**config.mk**
```make
export PLATFORM = sky130hd
export DESIGN_NAME = button_press_long_press_detector
export DESIGN_NICKNAME = d
export VERILOG_FILES = /design/src/hw/rtl/bpld_pkg.sv /design/src/hw/rtl/bpld_debounce.sv /design/src/hw/rtl/bpld_fsm.sv /design/src/hw/rtl/bpld_out_buf.sv /design/src/hw/rtl/button_press_long_press_detector.sv
export VERILOG_INCLUDE_DIRS = /design/src /design/src/hw/rtl
export SDC_FILE = /design/constraint.sdc
export NUM_CORES = 1
export LEC_CHECK = 0
export ABC_AREA = 0
export CORE_MARGIN = 2
export CORE_UTILIZATION = 25
export DETAILED_ROUTE_END_ITERATION = 10
export DONT_BUFFER_PORTS = 1
export HOLD_SLACK_MARGIN = 0.03
export PLACE_DENSITY = 0.36
export REMOVE_ABC_BUFFERS = 1
export SETUP_SLACK_MARGIN = 0.02
export SYNTH_ARGS = -nofsm -noshare
export SYNTH_HDL_FRONTEND = slang
export SYNTH_HIERARCHICAL = 1
export SYNTH_SLANG_ARGS = --single-unit
```
**constraint.sdc**
```tcl
create_clock -name clk -period 5.5 [get_ports clk]
set_clock_uncertainty 0.2 [all_clocks]
set_input_delay 0.55 -clock clk [delete_from_list [all_inputs] [get_ports clk]]
set_output_delay 0.55 -clock clk [all_outputs]
set_load 0.02 [all_outputs]
```
**src/hw/rtl/assert_macros.svh**
```systemverilog
// Assertion macros shared by the button detector RTL.
`ifndef ASSERT_MACROS_SVH
`define ASSERT_MACROS_SVH

// Same-cycle implication, checked while out of reset.
`define BPLD_ASSERT_IMP(lbl, clk, rst_n, ante, cons, msg) \
  lbl: assert property (@(posedge clk) disable iff (!rst_n) (ante) |-> (cons)) \
    else $error(msg);

// Next-cycle implication, checked while out of reset.
`define BPLD_ASSERT_NXT(lbl, clk, rst_n, ante, cons, msg) \
  lbl: assert property (@(posedge clk) disable iff (!rst_n) (ante) |=> (cons)) \
    else $error(msg);

`endif

```
**src/hw/rtl/bpld_pkg.sv**
```systemverilog
// Shared types and constants for the button press / long-press detector.
package bpld_pkg;

  // Field widths.
  localparam int TICK_W = 8;
  localparam int MS_W   = 16;
  localparam int CFG_IDX_W = 3;

  // Default timer width.
  localparam int TIMER_BITS_DEF = 16;

  // Register reset values.
  localparam logic [TICK_W-1:0] TICK_MS_RST       = 8'd10;
  localparam logic [MS_W-1:0]   DEBOUNCE_MS_RST   = 16'd50;
  localparam logic [MS_W-1:0]   LONG_PRESS_MS_RST = 16'd1500;
  localparam logic [MS_W-1:0]   DOUBLE_CLICK_RST  = 16'd500;
  localparam logic              PRESS_LEVEL_RST   = 1'b0;

  // Click counts.
  localparam logic [1:0] CLICK_NONE = 2'd0;
  localparam logic [1:0] CLICK_ONE  = 2'd1;
  localparam logic [1:0] CLICK_TWO  = 2'd2;

  // Configuration register indexes.
  typedef enum logic [CFG_IDX_W-1:0] {
    CFG_TICK_MS       = 3'd0,
    CFG_DEBOUNCE_MS   = 3'd1,
    CFG_LONG_PRESS_MS = 3'd2,
    CFG_DOUBLE_CLICK  = 3'd3,
    CFG_PRESS_LEVEL   = 3'd4
  } cfg_idx_t;

  // Gesture state machine codes.
  typedef enum logic [2:0] {
    ST_IDLE           = 3'd0,
    ST_IDLE_WAIT      = 3'd1,
    ST_PRESSED        = 3'd2,
    ST_WAIT_DOUBLE    = 3'd3,
    ST_DOUBLE_CONFIRM = 3'd4,
    ST_LONG_WAIT      = 3'd5
  } fsm_state_t;

  // Configuration register file contents.
  typedef struct packed {
    logic [TICK_W-1:0] tick_ms;
    logic [MS_W-1:0]   debounce_ms;
    logic [MS_W-1:0]   long_press_ms;
    logic [MS_W-1:0]   double_click_ms;
    logic              press_level;
  } cfg_t;

  // One result item.
  typedef struct packed {
    logic       press_event;
    logic       long_press_event;
    logic       is_down;
    logic [1:0] click_count;
    fsm_state_t fsm_state;
  } result_t;

endpackage

```
**src/hw/rtl/bpld_debounce.sv**
```systemverilog
// Debounce filter: turns the raw key level into a stable pressed status.
module bpld_debounce
  import bpld_pkg::*;
#(
  parameter int TIMER_BITS = TIMER_BITS_DEF
) (
  input  logic clk,
  input  logic rst_n,
  input  logic accept,
  input  logic key_level,
  input  cfg_t cfg,
  output logic down_nxt
);

  localparam int CW = (TIMER_BITS > MS_W) ? TIMER_BITS : MS_W;

  logic [TIMER_BITS-1:0] tmr_r, tmr_nxt;
  logic [TIMER_BITS:0]   tmr_sum;
  logic                  stable_r, stable_nxt;
  logic                  down_r;
  logic                  pass;

  // Saturating timer runs while the level differs from the stable one.
  always_comb begin
    tmr_sum = (TIMER_BITS+1)'(tmr_r) + (TIMER_BITS+1)'(cfg.tick_ms);
    if (key_level != stable_r) begin
      tmr_nxt = tmr_sum[TIMER_BITS] ? '1 : tmr_sum[TIMER_BITS-1:0];
    end else begin
      tmr_nxt = '0;
    end
    pass       = CW'(tmr_nxt) > CW'(cfg.debounce_ms);
    stable_nxt = pass ? key_level : stable_r;
    down_nxt   = pass ? (key_level == cfg.press_level) : down_r;
  end

  // State advances once per accepted request.
  always_ff @(posedge clk) begin
    if (!rst_n) begin
      tmr_r    <= '0;
      stable_r <= 1'b0;
      down_r   <= 1'b0;
    end else if (accept) begin
      tmr_r    <= tmr_nxt;
      stable_r <= stable_nxt;
      down_r   <= down_nxt;
    end
  end

endmodule

```
**src/hw/rtl/bpld_fsm.sv**
```systemverilog
// Gesture state machine: press, long-press and double-click tracking.
module bpld_fsm
  import bpld_pkg::*;
#(
  parameter int TIMER_BITS = TIMER_BITS_DEF
) (
  input  logic    clk,
  input  logic    rst_n,
  input  logic    accept,
  input  logic    down,
  input  logic    clear_press,
  input  logic    clear_long,
  input  cfg_t    cfg,
  output result_t result
);

  localparam int CW = (TIMER_BITS > MS_W) ? TIMER_BITS : MS_W;

  fsm_state_t            state_r, state_nxt;
  logic [TIMER_BITS-1:0] hold_r, hold_nxt, hold_inc;
  logic [TIMER_BITS-1:0] gap_r, gap_nxt, gap_inc;
  logic [TIMER_BITS:0]   hold_sum, gap_sum;
  logic                  press_r, press_nxt;
  logic                  long_r, long_nxt;
  logic [1:0]            count_r, count_nxt;
  logic                  hold_gt_long, hold_gt_dbl, gap_gt_dbl;

  // Saturating increments and threshold compares.
  always_comb begin
    hold_sum     = (TIMER_BITS+1)'(hold_r) + (TIMER_BITS+1)'(cfg.tick_ms);
    gap_sum      = (TIMER_BITS+1)'(gap_r) + (TIMER_BITS+1)'(cfg.tick_ms);
    hold_inc     = hold_sum[TIMER_BITS] ? '1 : hold_sum[TIMER_BITS-1:0];
    gap_inc      = gap_sum[TIMER_BITS] ? '1 : gap_sum[TIMER_BITS-1:0];
    hold_gt_long = CW'(hold_inc) > CW'(cfg.long_press_ms);
    hold_gt_dbl  = CW'(hold_inc) > CW'(cfg.double_click_ms);
    gap_gt_dbl   = CW'(gap_inc) > CW'(cfg.double_click_ms);
  end

  // Next state; clears take effect before any set in the same request.
  always_comb begin
    state_nxt = state_r;
    hold_nxt  = hold_r;
    gap_nxt   = gap_r;
    count_nxt = count_r;
    press_nxt = press_r & ~clear_press;
    long_nxt  = long_r & ~clear_long;
    unique case (state_r)
      ST_IDLE: begin
        if (!down) begin
          gap_nxt   = '0;
          state_nxt = ST_IDLE_WAIT;
        end
      end
      ST_IDLE_WAIT: begin
        if (down) begin
          hold_nxt  = '0;
          state_nxt = ST_PRESSED;
          count_nxt = CLICK_ONE;
          press_nxt = 1'b1;
        end
      end
      ST_PRESSED: begin
        hold_nxt = hold_inc;
        if (!down) begin
          gap_nxt   = '0;
          state_nxt = ST_WAIT_DOUBLE;
        end else if (hold_gt_long) begin
          state_nxt = ST_LONG_WAIT;
          long_nxt  = 1'b1;
        end
      end
      ST_WAIT_DOUBLE: begin
        gap_nxt = gap_inc;
        if (down) begin
          hold_nxt  = '0;
          state_nxt = ST_DOUBLE_CONFIRM;
          count_nxt = CLICK_TWO;
        end else if (gap_gt_dbl) begin
          state_nxt = ST_IDLE;
        end
      end
      ST_DOUBLE_CONFIRM: begin
        hold_nxt = hold_inc;
        if (!down || hold_gt_dbl) begin
          state_nxt = ST_IDLE;
        end
      end
      ST_LONG_WAIT: begin
        if (!down) begin
          gap_nxt   = '0;
          state_nxt = ST_IDLE;
        end
      end
      default: begin
        state_nxt = ST_IDLE;
      end
    endcase
  end

  // State register, advanced once per accepted request.
  always_ff @(posedge clk) begin
    if (!rst_n) begin
      state_r <= ST_IDLE;
      hold_r  <= '0;
      gap_r   <= '0;
      press_r <= 1'b0;
      long_r  <= 1'b0;
      count_r <= CLICK_NONE;
    end else if (accept) begin
      state_r <= state_nxt;
      hold_r  <= hold_nxt;
      gap_r   <= gap_nxt;
      press_r <= press_nxt;
      long_r  <= long_nxt;
      count_r <= count_nxt;
    end
  end

  // Result of this request, taken after the update.
  always_comb begin
    result.press_event      = press_nxt;
    result.long_press_event = long_nxt;
    result.is_down          = down;
    result.click_count      = count_nxt;
    result.fsm_state        = state_nxt;
  end

`include "assert_macros.svh"

  `BPLD_ASSERT_NXT(a_first_press, clk, rst_n, accept && state_r == ST_IDLE_WAIT && down, press_r && count_r == CLICK_ONE && state_r == ST_PRESSED, "first press not latched")
  `BPLD_ASSERT_NXT(a_long_press, clk, rst_n, accept && state_r == ST_PRESSED && down && hold_gt_long, long_r && state_r == ST_LONG_WAIT, "long press not latched")
  `BPLD_ASSERT_NXT(a_hold_idle, clk, rst_n, !accept, $stable(state_r) && $stable(hold_r) && $stable(gap_r), "state moved without a request")

endmodule

```
**src/hw/rtl/bpld_out_buf.sv**
```systemverilog
// Two-entry result buffer: output register plus skid entry.
module bpld_out_buf
  import bpld_pkg::*;
(
  input  logic    clk,
  input  logic    rst_n,
  input  logic    push,
  input  result_t push_data,
  output logic    full,
  output logic    out_valid,
  output result_t out_data,
  input  logic    out_stall
);

  logic    main_valid_r, skid_valid_r;
  result_t main_r, skid_r;
  logic    pop;

  assign pop       = main_valid_r && !out_stall;
  assign full      = skid_valid_r;
  assign out_valid = main_valid_r;
  assign out_data  = main_r;

  // Valid bits: the skid entry fills only when the output is held.
  always_ff @(posedge clk) begin
    if (!rst_n) begin
      main_valid_r <= 1'b0;
      skid_valid_r <= 1'b0;
    end else if (pop) begin
      if (skid_valid_r) begin
        skid_valid_r <= 1'b0;
      end else begin
        main_valid_r <= push;
      end
    end else if (push) begin
      if (main_valid_r) begin
        skid_valid_r <= 1'b1;
      end else begin
        main_valid_r <= 1'b1;
      end
    end
  end

  // Payload registers follow the same steering.
  always_ff @(posedge clk) begin
    if (pop) begin
      if (skid_valid_r) begin
        main_r <= skid_r;
      end else if (push) begin
        main_r <= push_data;
      end
    end else if (push) begin
      if (main_valid_r) begin
        skid_r <= push_data;
      end else begin
        main_r <= push_data;
      end
    end
  end

`include "assert_macros.svh"

  `BPLD_ASSERT_IMP(a_skid_order, clk, rst_n, skid_valid_r, main_valid_r, "skid entry holds data ahead of output")
  `BPLD_ASSERT_IMP(a_no_overflow, clk, rst_n, skid_valid_r, !push, "request taken while buffer full")
  `BPLD_ASSERT_NXT(a_skid_fill, clk, rst_n, push && main_valid_r && !pop, skid_valid_r, "held output did not spill to skid entry")

endmodule

```
**src/hw/rtl/button_press_long_press_detector.sv**
```systemverilog
// Top level of the button press / long-press detector.
//
// Channel | Ports                                   | Direction
// in      | in_valid, in_stall, in_key_level, ...   | request in, one per scan tick
// out     | out_valid, out_stall, out_press_event.. | one result per request
// cfg     | cfg_we, cfg_idx, cfg_wdata              | register write, no read-back
//
// One request is accepted per cycle while in_stall is low; its result is registered in
// the output register, or in the skid entry when the output is held. The debounce and
// gesture state update is a single pass of compares and saturating adds, so only a full
// buffer limits the rate below one a cycle. Reset (rst_n, synchronous) restores every
// register but the result payloads, and the idle state. A stalled output spills one
// result into a skid entry; in_stall rises only when both entries hold results.
module button_press_long_press_detector
  import bpld_pkg::*;
#(
  parameter int TIMER_BITS = TIMER_BITS_DEF
) (
  input  logic                 clk,
  input  logic                 rst_n,
  input  logic                 in_valid,
  output logic                 in_stall,
  input  logic                 in_key_level,
  input  logic                 in_clear_press,
  input  logic                 in_clear_long,
  output logic                 out_valid,
  input  logic                 out_stall,
  output logic                 out_press_event,
  output logic                 out_long_press_event,
  output logic                 out_is_down,
  output logic [1:0]           out_click_count,
  output logic [2:0]           out_fsm_state,
  input  logic                 cfg_we,
  input  logic [CFG_IDX_W-1:0] cfg_idx,
  input  logic [MS_W-1:0]      cfg_wdata
);

  cfg_t    cfg_r;
  logic    accept;
  logic    down;
  logic    full;
  result_t result;
  result_t out_data;

  assign accept   = in_valid && !full;
  assign in_stall = full;

  // Configuration register file; unknown indexes are ignored.
  always_ff @(posedge clk) begin
    if (!rst_n) begin
      cfg_r.tick_ms         <= TICK_MS_RST;
      cfg_r.debounce_ms     <= DEBOUNCE_MS_RST;
      cfg_r.long_press_ms   <= LONG_PRESS_MS_RST;
      cfg_r.double_click_ms <= DOUBLE_CLICK_RST;
      cfg_r.press_level     <= PRESS_LEVEL_RST;
    end else if (cfg_we) begin
      unique case (cfg_idx)
        CFG_TICK_MS:       cfg_r.tick_ms         <= cfg_wdata[TICK_W-1:0];
        CFG_DEBOUNCE_MS:   cfg_r.debounce_ms     <= cfg_wdata;
        CFG_LONG_PRESS_MS: cfg_r.long_press_ms   <= cfg_wdata;
        CFG_DOUBLE_CLICK:  cfg_r.double_click_ms <= cfg_wdata;
        CFG_PRESS_LEVEL:   cfg_r.press_level     <= cfg_wdata[0];
        default: begin
        end
      endcase
    end
  end

  // Debounce filter.
  bpld_debounce #(
    .TIMER_BITS(TIMER_BITS)
  ) u_debounce (
    .clk      (clk),
    .rst_n    (rst_n),
    .accept   (accept),
    .key_level(in_key_level),
    .cfg      (cfg_r),
    .down_nxt (down)
  );

  // Gesture state machine.
  bpld_fsm #(
    .TIMER_BITS(TIMER_BITS)
  ) u_fsm (
    .clk        (clk),
    .rst_n      (rst_n),
    .accept     (accept),
    .down       (down),
    .clear_press(in_clear_press),
    .clear_long (in_clear_long),
    .cfg        (cfg_r),
    .result     (result)
  );

  // Output register and skid entry.
  bpld_out_buf u_out_buf (
    .clk      (clk),
    .rst_n    (rst_n),
    .push     (accept),
    .push_data(result),
    .full     (full),
    .out_valid(out_valid),
    .out_data (out_data),
    .out_stall(out_stall)
  );

  assign out_press_event      = out_data.press_event;
  assign out_long_press_event = out_data.long_press_event;
  assign out_is_down          = out_data.is_down;
  assign out_click_count      = out_data.click_count;
  assign out_fsm_state        = out_data.fsm_state;

endmodule

```
Word-level counts from Yosys, hierarchy flattened:

Index checks and enable logic that the tools add are counted.

* flip-flop bits (word level): 132
* latch bits: 0
* RAM bits: 0
* memory bits (read-only): 0
* input bits: 27
* output and inout port bits: 10
* word-level logic and storage cells: 116
* memories: 0

* add/sub/neg operators: 3
* multipliers: 0
* div/mod/pow operators: 0
* $lt $le $gt $ge: 4
* equal/unequal tests: 15
* shifts and indexed selects: 0
* multiplexer cells: 34
* bitwise logic cells: 6
* reduce and logical (&&, ||, !) cells: 28

Operator list (count)
* 16-bit 2-to-1 mux: 6
* 16-bit greater-than comparator: 4
* 16-bit case mux with 2 select lines: 2
* 16-bit by 8-bit adder with 17-bit output: 3
* 8-bit 2-to-1 mux: 5
* 3-bit 2-to-1 mux: 8
* 3-bit case mux with 6 select lines: 1
* 2-bit AND reduction: 8
* 3-bit by 2-bit == test with 1-bit output, second input constant: 4
* 3-bit AND reduction: 4
* 3-bit == test, second input constant: 3
* 1-bit 2-to-1 mux: 9
* 2-bit nonzero test: 4
* 3-bit by 1-bit == test with 1-bit output, second input constant: 2
* 3-bit logical NOT: 2
* 2-bit != test, second input constant: 3
* 2-bit OR reduction: 3
* 2-bit 2-to-1 mux: 2
* 1-bit inverter: 4
* 2-bit case mux with 2 select lines: 1
* 1-bit logical NOT: 3
* 3-bit OR reduction: 1
* 1-bit AND: 2
* 1-bit logical AND: 2
* 4 further kinds: 4

Longest topological paths before layout:

Gate-level depths: netlist of the first run.

* word-level depth: 12
* depth in mapped cells: 24

Hierarchy:

The synthesis of the first run kept the hierarchy.

By module, submodules not included
* bpld_fsm: instances 1, cells each 535, area each 4142.7 µm², sequential area each 780.7 µm²
* button_press_long_press_detector: instances 1, cells each 218, area each 2235.9 µm², sequential area each 1141.1 µm²
* bpld_debounce: instances 1, cells each 233, area each 1744.2 µm², sequential area each 360.3 µm²
* bpld_out_buf: instances 1, cells each 35, area each 680.7 µm², sequential area each 520.5 µm²

Least setup slack after synthesis of the first run:

OpenSTA, ideal clock, no wires.

* path type: flip-flop to flip-flop
* start point: reg cfg_r[49] (netlist bit)
* end point: reg u_fsm.hold_r[10]
* data arrival time: 4.822 ns
* required time: 5.235 ns
* setup slack: 0.413 ns
* stages on the path, launching flop included: 24
* path buffers: 3
* period minus slack after synthesis: 5.087 ns
* cells stage by stage: dfxtp_1 > ha_1 > fa_1 > a21o_1 > a221oi_2 > a221oi_2 > buf_6 > and2b_1 > buf_2 > nor3_1 > nor2_1 > ha_1 > a21oi_1 > o21ai_0 > a221o_1 > or3_1 > nand2_1 > mux2_2 > nand2_1 > a21oi_1 > o21ai_1 > clkbuf_1 > a22oi_1 > nor2_1

* longest elaborated chain between the ends: 7

Ends and longest elaborated chain
* start, declared: RTL line button_press_long_press_detector.sv:38 `cfg_t cfg_r;`
* 16-bit by 8-bit adder with 17-bit output: RTL line bpld_debounce.sv:25 `tmr_sum = (TIMER_BITS+1)'(tmr_r) + (TIMER_BITS+1)'(cfg.tick_ms);`
* 16-bit 2-to-1 mux: RTL line bpld_debounce.sv:27 `tmr_nxt = tmr_sum[TIMER_BITS] ? '1 : tmr_sum[TIMER_BITS-1:0];`
* 16-bit 2-to-1 mux: RTL line bpld_debounce.sv:26 `if (key_level != stable_r) begin`
* named net u_debounce.tmr_nxt[7]: RTL line bpld_debounce.sv:17 `logic [TIMER_BITS-1:0] tmr_r, tmr_nxt;`
* 16-bit greater-than comparator: RTL line bpld_debounce.sv:31 `pass = CW'(tmr_nxt) > CW'(cfg.debounce_ms);`
* 1-bit 2-to-1 mux: RTL line bpld_debounce.sv:33 `down_nxt = pass ? (key_level == cfg.press_level) : down_r;`
* named net down: RTL line button_press_long_press_detector.sv:40 `logic down;`
* 2-bit by 1-bit != test with 1-bit output (no line)
* 3-bit AND reduction (no line)
* end signal, assigned: RTL line bpld_fsm.sv:111 `hold_r <= hold_nxt;`
* end, declared: RTL line bpld_fsm.sv:20 `logic [TIMER_BITS-1:0] hold_r, hold_nxt, hold_inc;`

The timed path passes the listed nets, and every way through them passes these cells.
A chain may end at the register's enable or synchronous reset.

==> results.md, run 1 <==
Run status:
- The flow ran to the end, and the final reports show no timing, DRC or antenna violations.

Final layout:
- The top cell types in the final layout, fill and taps aside, are sky130_fd_sc_hd__nand2_1 (127), sky130_fd_sc_hd__dfxtp_1 (116), sky130_fd_sc_hd__ha_1 (86), sky130_fd_sc_hd__inv_1 (69), sky130_fd_sc_hd__mux2i_1 (65).
- The final standard cell area without fillers is 10080 sq um.
- Excluding fillers, the count of instances in the completed layout stands at 1500.
- From synthesis to final layout, the design area changed by 14.55%.
- The number of diodes added for antenna fixing is 0.
- Fill cells in the final layout number 3696.
- The final layout net count is 1148.
- Leaving out fill and tap cells, the most frequent cell in the layout is sky130_fd_sc_hd__nand2_1.
- Cells fill 29.12% of the core in the end.
- The sequential cell area is 2803 sq um.
- Summing all multi-input logic gate instances after layout gives 5547 sq um.
- The post-route netlist has 11.10% of its cells at a drive strength greater than 1.

Yosys:
- The synthesized flop and latch total is 132.
- The number of enable flip-flop cells after synthesis is 16.
- The mapped cell area is 8803 sq um.
- The primary flip-flop cell chosen by synthesis mapping is sky130_fd_sc_hd__dfxtp_1.
- After synthesis, the share of flip-flops with an asynchronous set or reset is 0%.
- The Yosys step of the flow raised 6 warnings.
- The synthesized design spends more area on one cell type than any other, namely sky130_fd_sc_hd__dfxtp_1.
- The share of the synthesized area in the top cell type is 26.38%.
- Sorting the synthesized cells by area gives the leading types as sky130_fd_sc_hd__dfxtp_1 (26%), sky130_fd_sc_hd__ha_1 (12%), sky130_fd_sc_hd__mux2i_1 (7.4%).
- The fraction of the yosys area taken by sequential cells is 31.84%.
- The number of library cell types mapped by synthesis is 86.
- The average cell area after synthesis is 8.622 sq um.
- In the synthesized netlist, the number of instances is 1021.

Floorplanning:
- The floorplan step set the die height to 191.7 um.
- The floorplan step set the die width to 191.7 um.
- In this run the standard cell core region covers 34630 sq um.
- The effective utilization at floorplan is 25.42%.
- The number of top-level design ports is 37.
- Row generation in the floorplan step produced 68 rows.
- The full die area is 36730 sq um.

Place:
- Summing all placed instances gives a cell area of 9402 sq um.
- The final RePlAce weighted congestion is 0.8039.
- During placement, the flow inserted port buffers numbering 0.
- Including well taps, the total number of placed cells is 1465.
- After legalization and detailed placement, the total HPWL measured 20.12 mm.

Power:
- Per report_power, the combinational group accounts for 9.4% of the total.
- The clock network fraction of design power is 49.2%.
- The switching part of the total power is 26.02%.
- The part of the power in registers is 41.3%.
- For this design the total switching power over the nets is 650.4 uW.
- VDD sags by at most 151.6 uV.
- In this run the static leakage power is 4.216 nW.
- Cell internal power was estimated by the tool at 1.849 mW.
- The areal power density over the cells is 247.9 nW/um^2.

Timing:
- Measured against its own limit, the worst slew margin works out to 27.69%.
- Setup repair after global routing left no endpoint under its margin.
- The fraction of the cycle the final worst path needs is 94.09%.
- For the pin with the worst max-slew slack, the measured transition is 1081 ps.
- The total setup violations reported at the end of the flow is 0.
- Derived from the worst setup path, the maximum achievable clock frequency is 193.2 MHz.
- Setup total negative slack on the finished layout was measured at 0 ps.
- The clock period minus worst slack is 5175 ps.
- The total count of max-transition violations in the final report was 0.
- The final hold violation count was 0.

Clocking:
- CTS placed an instance of sky130_fd_sc_hd__clkbuf_16 at the clock tree root.
- Buffers inserted during clock tree synthesis total 17.
- The deepest clock path buffer count is 2.
- The TritonCTS clock tree is yes.
- The count of H-tree levels built during CTS is 4.
- The tree built by TritonCTS fans out to 132 sinks.
- The clock transition at the registers of the reported paths is 60 ps.
- Clock latency on the worst-skew pair, taken at its later pin, is 430 ps.

GRT:
- The number of antenna violations at the first check in global routing was 0.
- In the global route stage, overall resource usage came out at 15.09%.
- The global-route wire length before repair is 42.06 mm.
- The number of global-route vias before repair is 7186.
- The pin count of the biggest net entering global routing is 110.
- Global routing finished with a remaining overflow of 0.

Flow run:
- The total of max-cap violations is 0.

Worst setup path:
- STA classifies the critical path endpoint as a flip-flop.
- The critical path is of the reg -> reg type.
- The category of the worst setup path launch point is a flip-flop.
- The largest fanout on the critical path is 10.
- The required time of the worst setup path is 5480 ps.
- The arrival time at the worst endpoint is 5150 ps.

Detailed routing:
- After detailed routing, the number of remaining DRC violations is 0.
- In the final routed layout, each cell accounts on average for 17.88 um.
- The number of DRC markers in iteration 0 is 324.
- After detailed routing, the number of vias per cell comes to 4.836.
- The post-route antenna net violation count is 0.
- Across all layers, the routed design uses 7254 vias.
- Summed over all layers, the routed wires come to 26.82 mm.
- The number of optimization iterations in the first detailed-route pass is 5.

Worst hold path:
- The worst hold path belongs to the class in -> reg.
[cells by family (layout without fill, tap and decap cells)]
group	count (synthesis)	in the layout	synth area share (%)
AO/OA/AOI/OAI	227	227	17.65
flip-flops	132	132	31.84
multiplexers	80	81	9.309
adder cells (fa/ha/maj)	89	89	12.91
buffers and inverters	115	138	5.728
XOR/XNOR	24	24	2.388
AND/OR/NAND/NOR	354	354	20.18
[area by class of cell]
cell class | instances | share of cell area (%)
tap | 455 | 5.645
clock buffer | 22 | 4.702
clock inverter | 10 | 1.452
timing repair buffer | 36 | 2.804
inverter | 70 | 2.605
sequential | 132 | 27.79
multi-input combinational | 775 | 55.00
[sequential cells by signal, indices dropped and copies added, names as in the netlist, 2 cells and up]
| register | flops |
|---|---|
| cfg_r | 57 |
| u_out_buf/out_data | 8 |
| u_fsm/gap_r | 16 |
| u_fsm/state_r | 3 |
| u_debounce/tmr_r | 16 |
| u_out_buf/skid_r | 8 |
| u_fsm/hold_r | 16 |
| u_fsm/count_r | 2 |
[what timing repair did]
item | 4_1_cts | 5_1_grt
setup endpoints to repair | 0 | 45
hold buffers | 0 | 0
buffers inserted | 0 | 2
gates resized for setup | 0 | 11
[cell usage after synthesis (10+ instances only)]
| master | instances |
|---|---|
| sky130_fd_sc_hd__clkbuf_1 | 20 |
| sky130_fd_sc_hd__a21o_1 | 17 |
| sky130_fd_sc_hd__a31oi_1 | 10 |
| sky130_fd_sc_hd__a21oi_1 | 62 |
| sky130_fd_sc_hd__nand3_1 | 35 |
| sky130_fd_sc_hd__dfxtp_1 | 116 |
| sky130_fd_sc_hd__xnor2_1 | 15 |
| sky130_fd_sc_hd__edfxtp_1 | 16 |
| sky130_fd_sc_hd__buf_4 | 10 |
| sky130_fd_sc_hd__nor2b_1 | 32 |
| sky130_fd_sc_hd__o21a_1 | 11 |
| sky130_fd_sc_hd__mux2i_1 | 65 |
| sky130_fd_sc_hd__nand2_1 | 128 |
| sky130_fd_sc_hd__nor3_1 | 15 |
| sky130_fd_sc_hd__buf_2 | 10 |
| sky130_fd_sc_hd__inv_1 | 69 |
| sky130_fd_sc_hd__or3_1 | 10 |
| sky130_fd_sc_hd__a22oi_1 | 14 |
| sky130_fd_sc_hd__ha_1 | 86 |
| sky130_fd_sc_hd__mux2_2 | 13 |
| sky130_fd_sc_hd__o21ai_0 | 32 |
| sky130_fd_sc_hd__nand2b_1 | 10 |
| sky130_fd_sc_hd__nor2_1 | 65 |
| sky130_fd_sc_hd__and3_1 | 10 |
[routing by layer]
metal  vias up  global-route usage (%)  routed length [um]
met5         -                       0                   0
met4         0                   3.846                 313
met3        19                   2.485                 794
met2        89                   24.74               12440
met1      3458                   20.52               13270
li1       3688                       -                   -
[critical path, stage by stage, from the launching register on]
cell and delay, ps:
sky130_fd_sc_hd__dfxtp_1 310, sky130_fd_sc_hd__ha_1 220, sky130_fd_sc_hd__fa_2 360, sky130_fd_sc_hd__a21o_1 230
sky130_fd_sc_hd__a221oi_4 320, sky130_fd_sc_hd__a221oi_2 130, sky130_fd_sc_hd__buf_4 190, sky130_fd_sc_hd__and3_4 190
sky130_fd_sc_hd__a31o_1 240, sky130_fd_sc_hd__nor2_1 130, sky130_fd_sc_hd__ha_1 260, sky130_fd_sc_hd__nand4_1 150
sky130_fd_sc_hd__nor2_1 70, sky130_fd_sc_hd__a221o_1 300, sky130_fd_sc_hd__or3_1 340, sky130_fd_sc_hd__nand2_2 90
sky130_fd_sc_hd__mux2_4 360, sky130_fd_sc_hd__buf_4 170, sky130_fd_sc_hd__a31oi_1 150, sky130_fd_sc_hd__o31a_1 180
sky130_fd_sc_hd__nand2_1 70, sky130_fd_sc_hd__mux2_2 260
[power by group through the flow]
stage                     combinational [mW]  clock [mW]  sequential [mW]
after floorplan                        0.157           0             1.05
after detailed placement               0.234           0             1.05
after global routing                   0.263        1.31             1.04
final                                  0.236        1.23             1.03
after global placement                 0.236           0             1.05
after CTS                              0.235        1.27             1.03
[path summary, 6_finish.rpt]
check / slack [ps] / start / end / depth (start not counted)
hold / removal: 50 / rst_n / u_out_buf/out_valid / 1
setup / recovery: 330 / cfg_r[49] / u_out_buf/out_data[0] / 21
setup reg to reg: 330 / cfg_r[49] / u_out_buf/out_data[0] / 21
hold reg to reg: 260 / u_fsm/hold_r[0] / u_fsm/hold_r[0] / 2
[through the flow]
step | total power, mW | setup WS (ps) | hold slack [ps]
floorplan | 1.204 | 287.0 | 229.1
global placement | 1.290 | 135.7 | 243.5
detailed placement | 1.288 | 76.98 | 246.9
CTS | 2.537 | 75.93 | 35.86
global route | 2.607 | 62.67 | 52.11
finish | 2.500 | 325.0 | 52.26
(Power assumes the default switching activity.)
==> run 2, diff against run 1 <==
RECOVER_POWER = 50   (was not set)
==> run 2 against run 1 <==
Against the previous run: the flow now finishes with violations (capacitance limit, slew limit); core utilization about the same; routed wire length is 0.33% higher; clock power barely moved; register-to-register slack about the same; cell area is essentially flat; worst hold slack improved by 0.53 ps; critical endpoint unchanged.
==> results.md, run 2 (synthesized netlist as in run 1, its figures left out) <==
Worst setup path:
- The endpoint of the most critical setup path is u_out_buf/out_data[0].
- The signal on the critical path passes through ha_1, fa_2, a21o_1, a221oi_4, a221oi_2, buf_4, and3_4, a31o_1, nor2_1, ha_1, nand4_1, nor2_1, a221o_1, or3_1, nand2_2, mux2_4, buf_4, a31oi_1, o31a_1, nand2_1, mux2_2.
- STA classifies the critical path startpoint as a flip-flop.
- The highest cell delay on the worst timing path is 360 ps (about the same).
- The cell with the largest stage delay on the worst path is sky130_fd_sc_hd__fa_2.
- The largest fanout on the critical path is 10 (unchanged).
- The beginning of the critical path is cfg_r[49].
- The worst register-to-register path ends at u_out_buf/out_data[0].
- The required time of the worst setup path is 5480 ps (about the same).
- The kind of critical path is reg -> reg.
- The startpoint identified for the worst register-to-register timing path is cfg_r[49].
- The reg2reg setup slack is 330 ps (about the same).
- The critical path capture point type is a flip-flop.
- The arrival time at the worst endpoint is 5140 ps (about the same).
- The depth of the most critical reg-to-reg path is 21 (unchanged).

GRT:
- The global-route wire length before repair is 42.06 mm (unchanged).
- The total congestion overflow after global routing is 0 (unchanged).
- The pin count of the biggest net entering global routing is 110 (unchanged).
- The total track usage came to 15.09% (unchanged).
- The number of global-route vias before repair is 7186 (unchanged).
- The number of antenna violations at the first check in global routing is 0 (unchanged).

Place:
- The post-DP HPWL is 20.12 mm (unchanged).
- The final RePlAce weighted congestion is 0.8039 (unchanged).
- The total instance count after detailed placement is 1465 (unchanged).
- The port buffer count is 0 (unchanged).
- The pre-CTS worst setup slack is 76.98 ps (unchanged).

Timing:
- The total count of max-transition violations in the final report is 51 (+51).
- The fraction of the cycle the final worst path needs is 93.92% (-0.17 points).
- Setup repair after global routing left no endpoint under its margin.
- The total setup violations reported at the end of the flow is 0 (unchanged).
- The slack of the critical path is 334.5 ps (+9.540 ps).
- The post-route worst hold slack was 52.79 ps (+0.5271 ps).
- The setup TNS is 0 ps (unchanged).
- The headroom to the max-slew limit is -8.043% (-36 points).
- The clock period minus worst slack is 5165 ps (-9.540 ps).
- The final hold violation count was 0 (unchanged).
- The maximum clock frequency is 193.6 MHz (+0.18%).
- The pin slew with the least headroom to its limit is 1621 ps (+539.9 ps).

Detailed routing:
- The routed wire length was 26.91 mm (+0.33%).
- The number of vias per cell is 4.847 (+0.23%).
- The average wire per standard cell is 17.94 um (+0.33%).
- The number of optimization iterations in the first detailed-route pass is 5 (unchanged).
- The routed via count is 7271 (+0.23%).
- The post-route antenna net violation count is 0 (unchanged).
- The DRC violation count after routing was 0 (unchanged).
- The number of DRC markers in iteration 0 was 324 (unchanged).

Final layout:
- The total of fill cells in the finished design is 3699 (+0.081%).
- The most common cell after layout, fill and taps aside is sky130_fd_sc_hd__nand2_1.
- The final core area utilization is 29.09% (about the same).
- The sequential cell area is 2803 sq um (unchanged).
- Leaving out fill and tap cells, the most frequent cells in the layout are sky130_fd_sc_hd__nand2_1 (127), sky130_fd_sc_hd__dfxtp_1 (116), sky130_fd_sc_hd__ha_1 (86), sky130_fd_sc_hd__inv_1 (69), sky130_fd_sc_hd__mux2i_1 (65).
- The final layout net count is 1148 (unchanged).
- The register with the most flip-flops is cfg_r.
- The number of diodes added for antenna fixing is 0 (unchanged).
- The area of the multi-input gates came to 5544 sq um (about the same).
- The final cell count without fillers is 1500 (unchanged).
- The fraction of layout cells with a size suffix above 1 is 10.62% (-0.48 points).
- The synthesis-to-layout area growth is 14.44% (about the same).
- The flip-flop count of the largest register, all copies and words added came to 57 (unchanged).

Power:
- The total leakage power is 4.214 nW (about the same).
- The worst IR drop on VDD is 151.3 uV (-0.19%).
- The areal power density over the cells is 248.2 nW/um^2 (+0.13%).

Run status:
- The checks that failed: capacitance limit, slew limit.
- The run finished, with violations left.

Floorplanning:
- The x dimension of the die is 191.7 um (unchanged).
- The height of the chip is 191.7 um (unchanged).
- The number of rows in the core area is 68 (unchanged).
- The number of top-level design ports is 37 (unchanged).
- The full die area is 36730 sq um (unchanged).
- The core region area came to 34630 sq um (unchanged).
- The effective utilization at floorplan is 25.42% (unchanged).

Clocking:
- The clock transition at the registers of the reported paths is 60 ps (about the same).
- The clock sink count came to 132 (unchanged).
- The number of buffers inserted by hold repair at cts is 0 (unchanged).
- The deepest clock path buffer count was 2 (unchanged).
- The number of CTS-inserted buffers is 17 (unchanged).
- The count of H-tree levels built during CTS is 4 (unchanged).
- The clock latency on the worst-skew pair is 420 ps (about the same).
- TritonCTS built the clock tree.
- The tree is rooted in a sky130_fd_sc_hd__clkbuf_16.

Worst hold path:
- The worst hold-check path type is in -> reg.

Flow run:
- The total of max-cap violations came to 2 (+2).
## run 2: cell count changes in the layout (fill, tap and decap cells not counted)
cell                       delta
sky130_fd_sc_hd__nor2b_2      -1
sky130_fd_sc_hd__and4bb_1     +2
sky130_fd_sc_hd__clkbuf_1     +2
sky130_fd_sc_hd__and4bb_2     -2
sky130_fd_sc_hd__buf_4        -2
sky130_fd_sc_hd__nor2b_1      +1
## run 2: power breakdown
group	internal (mW)	total (mW)	leakage (nW)	switching [mW]
logic	0.0927	0.237	2.83	0.144
registers	1.00	1.03	1.09	0.0312
clock network	0.755	1.23	0.298	0.476
total	1.85	2.50	4.21	0.651
## run 2: per-layer routing
layer,GRT usage [%],wire length (um),up-vias
met5,0,0,-
met4,3.846,313,0
met1,20.52,13510,3481
met3,2.485,640,19
met2,24.74,12450,84
li1,-,-,3687
## run 2: cell type report
cell class	instances	share of cell area [%]
clock buffers	22	4.707
flip-flops and latches	132	27.82
inverters	70	2.608
multi-input cells	775	55.03
well taps	455	5.651
clock inverters	10	1.453
repair buffers	36	2.732
## run 2: timing repair
| item | 4_1_cts | 5_1_grt |
|---|---|---|
| resized for setup | 0 | 11 |
| buffers inserted | 0 | 2 |
| endpoints found under the setup margin | 0 | 45 |
## run 2: worst min-delay path by stage
stage | start | endpoint | slack (ps) | cells past startpoint
after floorplan | u_debounce/tmr_r[0] | u_debounce/tmr_r[0] | 230 | 2
after global placement | u_debounce/tmr_r[0] | u_debounce/tmr_r[0] | 240 | 2
after detailed placement | cfg_r[32] | cfg_r[32] | 250 | 2
after CTS | cfg_wdata[8] | cfg_r[41] | 40 | 2
after global routing | in_key_level | u_debounce/stable_r | 50 | 2
final | rst_n | u_out_buf/out_valid | 50 | 1
## run 2: worst max-delay path: cells and delay by family, from the launching register on
family / cells / cell delay [ps]
AO/OA/AOI/OAI: 7 / 1540
AND/OR/NAND/NOR: 7 / 1030
adder cells (fa/ha/maj): 3 / 850
multiplexers: 2 / 620
buffers and inverters: 2 / 360
flip-flops: 1 / 310
## run 2: through the flow
stage	instance area (sq um)	total power, mW
finish	10070	2.500
global route	10070	2.606
global placement	9402	1.290
floorplan	8562	1.204
CTS	10020	2.537
detailed placement	9402	1.288
